--- config.mk ---
export PLATFORM = sky130hd
export DESIGN_NAME = scc_axis
export DESIGN_NICKNAME = d
export VERILOG_FILES = /design/src/rtl/core/sphere_cube_classifier_unit_defines.svh /design/src/rtl/core/scc_axis.sv
export SDC_FILE = /design/constraint.sdc
export NUM_CORES = 2
export LEC_CHECK = 0
export ABC_AREA = 0
export BUFFER_PORTS_ARGS = -buffer_cell sky130_fd_sc_hd__buf_2
export CORE_MARGIN = 4
export CORE_UTILIZATION = 32
export CTS_BUF_LIST = sky130_fd_sc_hd__clkbuf_4
export DETAILED_ROUTE_END_ITERATION = 8
export HOLD_SLACK_MARGIN = 0.08
export SLEW_MARGIN = 20
export SYNTH_ARGS = -nofsm -noshare
export SYNTH_HDL_FRONTEND = slang
export SYNTH_SLANG_ARGS = --single-unit
--- constraint.sdc ---
create_clock -name clk -period 9.28 [get_ports clk]
set_clock_uncertainty 0.1 [all_clocks]
set_input_delay 1.392 -clock clk [delete_from_list [all_inputs] [get_ports clk]]
set_output_delay 1.392 -clock clk [all_outputs]
set_load 0.02 [all_outputs]
--- src/rtl/core/sphere_cube_classifier_unit_defines.svh ---
// Assertion macros shared by the sphere-cube classifier RTL.
`ifndef SPHERE_CUBE_CLASSIFIER_UNIT_DEFINES_SVH
`define SPHERE_CUBE_CLASSIFIER_UNIT_DEFINES_SVH

// Same-cycle implication, disabled during reset.
`define SCC_ASSERT_SAME(label, clk, rst, ante, cons, msg) \
  label: assert property (@(posedge clk) disable iff (rst) (ante) |-> (cons)) \
    else $error(msg);

// Next-cycle implication, disabled during reset.
`define SCC_ASSERT_NEXT(label, clk, rst, ante, cons, msg) \
  label: assert property (@(posedge clk) disable iff (rst) (ante) |=> (cons)) \
    else $error(msg);

`endif

--- src/rtl/core/scc_axis.sv ---
// One axis of the classifier: corner offsets, saturated magnitude, squares.
module scc_axis #(
  parameter int COORD_BITS = 24
) (
  input  logic                        clk,
  input  logic                        en,
  input  logic signed [COORD_BITS-1:0] cube_min,
  input  logic [COORD_BITS-2:0]       cube_side,
  input  logic signed [COORD_BITS-1:0] center,
  output logic [2*COORD_BITS-1:0]     sq_lo,
  output logic [2*COORD_BITS-1:0]     sq_hi,
  output logic                        lo_above,
  output logic                        hi_below
);

  localparam int DW = COORD_BITS + 2;
  localparam logic [DW-1:0] LIM = DW'(1) << (COORD_BITS - 1);

  logic signed [DW-1:0]   d_lo;
  logic signed [DW-1:0]   d_hi;
  logic [COORD_BITS-1:0]  mag_lo;
  logic [COORD_BITS-1:0]  mag_hi;
  logic                   lo_above_s1;
  logic                   hi_below_s1;
  logic [2*COORD_BITS-1:0] sq_lo_next;
  logic [2*COORD_BITS-1:0] sq_hi_next;

  function automatic logic [COORD_BITS-1:0] sat_mag(input logic signed [DW-1:0] d);
    logic [DW-1:0] a;
    a = d[DW-1] ? DW'(-d) : DW'(d);
    if (a > LIM) begin
      a = LIM;
    end
    return a[COORD_BITS-1:0];
  endfunction

  assign d_lo = DW'(cube_min) - DW'(center);
  assign d_hi = d_lo + $signed(DW'(cube_side));

  assign sq_lo_next = mag_lo * mag_lo;
  assign sq_hi_next = mag_hi * mag_hi;

  always_ff @(posedge clk) begin
    if (en) begin
      mag_lo      <= sat_mag(d_lo);
      mag_hi      <= sat_mag(d_hi);
      lo_above_s1 <= !d_lo[DW-1] && (d_lo != '0);
      hi_below_s1 <= d_hi[DW-1];
      sq_lo       <= sq_lo_next;
      sq_hi       <= sq_hi_next;
      lo_above    <= lo_above_s1;
      hi_below    <= hi_below_s1;
    end
  end

endmodule

## Word-level counts from Yosys, hierarchy flattened

Cells that the tools add are included.
W data, S select, Z words.

| cells by class | value |
|---|---|
| $add $sub $neg | 4 |
| $mul | 2 |
| divide/modulo/power cells | 0 |
| magnitude comparators | 2 |
| eq/ne operators | 0 |
| shift operators | 0 |
| multiplexer cells | 2 |
| bitwise logic cells | 0 |
| reductions and logical operators | 3 |

Operators with widths:

| kind | count |
|---|---|
| $mul A24 B24 Y48 | 2 |
| $gt A26 B24 Y1 const B | 2 |
| $mux W26 | 2 |
| $add A25 B24 Y26 | 1 |
| $neg A25 Y26 | 1 |
| $neg A26 Y26 | 1 |
| $reduce_bool A26 Y1 | 1 |
| $sub A24 B24 Y25 | 1 |
| $logic_and A1 B1 Y1 | 1 |
| $logic_not A1 Y1 | 1 |

| word-level totals | value |
|---|---|
| register bits after elaboration | 148 |
| latch bits | 0 |
| bits in writable memories | 0 |
| memory bits (read-only) | 0 |
| bits of input ports | 73 |
| output and inout port bits | 98 |
| logic and storage cells | 21 |
| memories kept | 0 |

## Logic depth before layout (Yosys ltp)

| depth | value |
|---|---|
| word-level depth | 5 |
| depth in mapped cells | 30 |

## Least setup slack after synthesis

Ideal clock, no wire load.

| timing path | value |
|---|---|
| path type | register to register |
| start point | reg mag_hi[17] |
| end point | reg sq_hi[44], data pin |
| library setup time | 272 ps |
| arrival | 7,492 ps |
| required time | 8,908 ps |
| setup slack | 1,416 ps |
| cell stages (with the launch flop) | 29 |
| buffers on the path | 2 |
| clock period less this slack | 7,864 ps |
| cells stage by stage | edfxtp_1 -> clkbuf_1 -> clkbuf_1 -> nand2_1 -> fa_1 -> inv_1 -> fa_1 -> inv_1 -> fa_1 -> fa_1 -> inv_1 -> fa_1 -> fa_1 -> inv_1 -> fa_1 -> inv_1 -> ha_1 -> a21o_1 -> a21o_1 -> a21o_1 -> a21oi_1 -> nor2b_1 -> o41ai_1 -> a21oi_1 -> o2111ai_1 -> a31oi_1 -> a21bo_2 -> mux2i_1 -> or4_1 |

| on the way | value |
|---|---|
| longest elaborated chain between the ends | 1 |

RTL lines:

| element | RTL line | RTL |
|---|---|---|
| start, declared | scc_axis.sv:22 | `logic [COORD_BITS-1:0] mag_hi;` |
| start signal, assigned | scc_axis.sv:46 | `mag_hi <= sat_mag(d_hi);` |
| $mul A24 B24 Y48 | scc_axis.sv:41 | `assign sq_hi_next = mag_hi * mag_hi;` |
| via sq_hi_next[44] | scc_axis.sv:26 | `logic [2*COORD_BITS-1:0] sq_hi_next;` |
| end signal, assigned | scc_axis.sv:50 | `sq_hi <= sq_hi_next;` |
| end, declared | scc_axis.sv:11 | `output logic [2*COORD_BITS-1:0] sq_hi,` |

The timed path passes the listed nets, and every way through them passes these cells.
A chain may end at the register's enable or synchronous reset.

## Final worst setup path

| timing path | value |
|---|---|
| start point | reg mag_hi[13] |
| end point | reg sq_hi[44], data pin |

Same word-level chain as after synthesis.

==> results_dict.tcl <==
set metrics [dict create \
    ys_seq_area_share_pct 10.8 \
    place_hpwl_um 87500 \
    rsz0062_at_grt "no" \
    max-slew-margin-rel_pct 25.0 \
    path_class "flip-flop to flip-flop" \
    cts.htree.levels 4 \
    tightest_slew_ns 1.11 \
    yosys_warnings 0 \
    cp.required_ns 9.73 \
    cp.depth 27 \
    cp_slowest_stage_delay_ns 0.85 \
    place_congestion 0.882 \
    syn_to_final_growth_pct 8.10 \
    cpMostUsedCell "fa_1" \
    fin_setup_tns_ns 0 \
    initial_core_util_pct 32.3 \
    drt-vias-per-instance 4.60 \
    synth_area_per_cell_um2 9.37 \
    track_usage_pct 15.9 \
    dp.cells 6122 \
    setup_slack_ns 0.430 \
    grt_pass1_vias 30758 \
    fillCellCount 12855 \
    cp_max_fo 16 \
    layout-drive-gt1-share_pct 7.42 \
    overflow 0 \
    die_area_um2 133000 \
    arrival_ns 9.30 \
    cts.sinks 146 \
    clk_pin_slew_ns 0.17 \
    clk_latency_ns 0.82 \
    ys_seq_elements 146 \
    regArea_um2 4380 \
    worstHoldPathCells 0 \
    drtAntennaViolNets 0 \
    worst-r2r-cell-count 27 \
    setup_viol 0 \
    cpMaxStageDelayCell "edfxtp_1" \
    io_buffers 168 \
    grt_antenna_before_repair 4 \
    routed_wl_um 102000 \
    hold_class "flip-flop to flip-flop" \
    routedWlPerCell_um 16.5 \
    finalCriticalPeriod_ns 8.85 \
    vias 28345 \
    path_delay_family "adder cells" \
    hold_viol 0 \
    cts_tree "yes" \
    start_kind "flip-flop" \
    fin_cells 6157 \
    ctsLongestPathBuffers 2 \
    detailedRoute.firstPassIterationCount 5 \
    nets 5815 \
    core_area_um2 126000 \
    cts-buffers-inserted 17 \
    grt_max_degree 53 \
    path_buf_inv 7 \
    die_h_um 365 \
    drt_iter0_drc 1322 \
    worst_setup_path_end_kind "flip-flop" \
    rows 130 \
    grt_pass1_wl_um 166000 \
    outcome "completed" \
    drc 0 \
    netlist_area_um2 40700 \
    multiInputGateArea_um2 31200 \
    layout_worst_path_cycle_share_pct 95.4 \
    ys.flop_type "edfxtp_1" \
    syn-instance-count 4350 \
    async_flop_share_pct 0 \
    post-route-util_pct 34.9 \
    dp_slack_ns 0.180 \
    cts_hold_buf 0 \
    ctsRootBufferMaster "clkbuf_4" \
    synth_edf_count 146 \
    cap_violations 0 \
    synth.distinct_cells 85 \
    finalMaxSlewViolations 0 \
    fmax_mhz 113 \
    die_x_um 365 \
    ios 171 \
]
state kept, by name, summed over array words and instances (netlist names):
| name | count |
|---|---|
| hi_below | 1 |
| sq_lo | 47 |
| mag_lo | 24 |
| hi_below_s1 | 1 |
| lo_above_s1 | 1 |
| sq_hi | 47 |
| mag_hi | 24 |
| lo_above | 1 |
cell usage after synthesis (all sizes together), types with 5 or more instances:
| master | number | area (um2) |
|---|---|---|
| a2111oi | 5 | 43.8 |
| a211oi | 18 | 135 |
| a21o | 63 | 473 |
| a21oi | 139 | 699 |
| a31oi | 15 | 109 |
| a41oi | 7 | 61.3 |
| and2 | 234 | 1470 |
| and3 | 14 | 87.6 |
| buf | 9 | 61.3 |
| clkbuf | 113 | 424 |
| edfxtp | 146 | 4380 |
| fa | 845 | 16900 |
| ha | 406 | 5080 |
| inv | 1259 | 4730 |
| nand2 | 380 | 1430 |
| nand2b | 16 | 100 |
| nand3 | 26 | 130 |
| nand3b | 5 | 37.5 |
| nand4 | 11 | 68.8 |
| nand4b | 6 | 52.6 |
| nor2 | 181 | 727 |
| nor2b | 23 | 144 |
| nor3 | 23 | 125 |
| nor4 | 9 | 62.6 |
| o211ai | 6 | 45.0 |
| o21a | 21 | 158 |
| o21ai | 69 | 364 |
| o21bai | 16 | 120 |
| o31ai | 10 | 75.1 |
| or2 | 12 | 75.1 |
| or3 | 11 | 73.8 |
| or4 | 7 | 56.3 |
| xnor2 | 113 | 997 |
| xor2 | 61 | 542 |
timing repair:
action / 4_1_cts / 5_1_grt
endpoints found under the hold margin: 0 / 0
endpoints found under the setup margin: 0 / 1
gates resized for setup: 0 / 1
buffers inserted: 0 / 0
kinds of logic (layout without fill, tap and decap cells):
| kind of cell | count (synthesis) | count (layout) | synth area share, % |
|---|---|---|---|
| adders and majority gates | 1251 | 1251 | 54.0 |
| muxes | 8 | 8 | 0.209 |
| xor gates and xnor gates | 174 | 174 | 3.78 |
| and+or+nand+nor | 970 | 970 | 11.7 |
| DFF | 146 | 146 | 10.8 |
| other | 1 | 6 | 0.00920 |
| AOI/OAI and AO/OA | 419 | 419 | 6.77 |
| buffers and inverters | 1381 | 1533 | 12.8 |
layout make-up:
class / count / area share (%)
flip-flops and latches: 146 / 9.95
diodes: 4 / 0.0227
clock inverters: 14 / 0.332
multi-input cells: 2824 / 70.8
clock buffers: 17 / 0.290
well taps: 1650 / 4.69
inverters: 1259 / 10.7
repair buffers: 243 / 3.20
final timing paths:
check	startpoint	end	slack, ns
setup / recovery	mag_hi[13]	sq_hi[44]	0.43
hold / removal	lo_above_s1	lo_above	0.37
hold reg to reg	lo_above_s1	lo_above	0.37
setup reg to reg	mag_hi[13]	sq_hi[44]	0.43
layer usage:
layer	up-vias	part of all wire, %	track usage [%]
met4	0	1.8	3.84
met5	-	0	0
met3	93	5.8	2.72
met2	613	46	25.5
met1	14297	46	22.4
li1	13342	-	-
per-stage QoR:
step	cell area [um2]	hold slack (ns)
finish	44000	0.375
global route	44000	0.394
CTS	44000	0.380
detailed placement	43800	0.307
global placement	43800	0.308
floorplan	40700	0.300
placed cells by master (no fill, tap or decap), types with 11 or more instances in the layout:
master	count
nor2_2	19
clkbuf_4	17
xor2_1	60
nor3_1	21
buf_2	167
nand4_1	11
nor2b_1	23
inv_1	1257
fa_1	845
and2_1	233
ha_1	406
o21a_1	21
a31oi_1	14
a211oi_1	17
edfxtp_1	146
o21ai_0	66
nor2_1	162
a21o_1	63
o21bai_1	16
nand2b_1	16
and3_1	14
nand3_1	26
buf_4	75
xnor2_1	112
nand2_1	380
a21oi_1	138
Power is left out: the tool's default activity adds up to more than one toggle a clock period on the data nets, which glitch-free logic cannot reach.
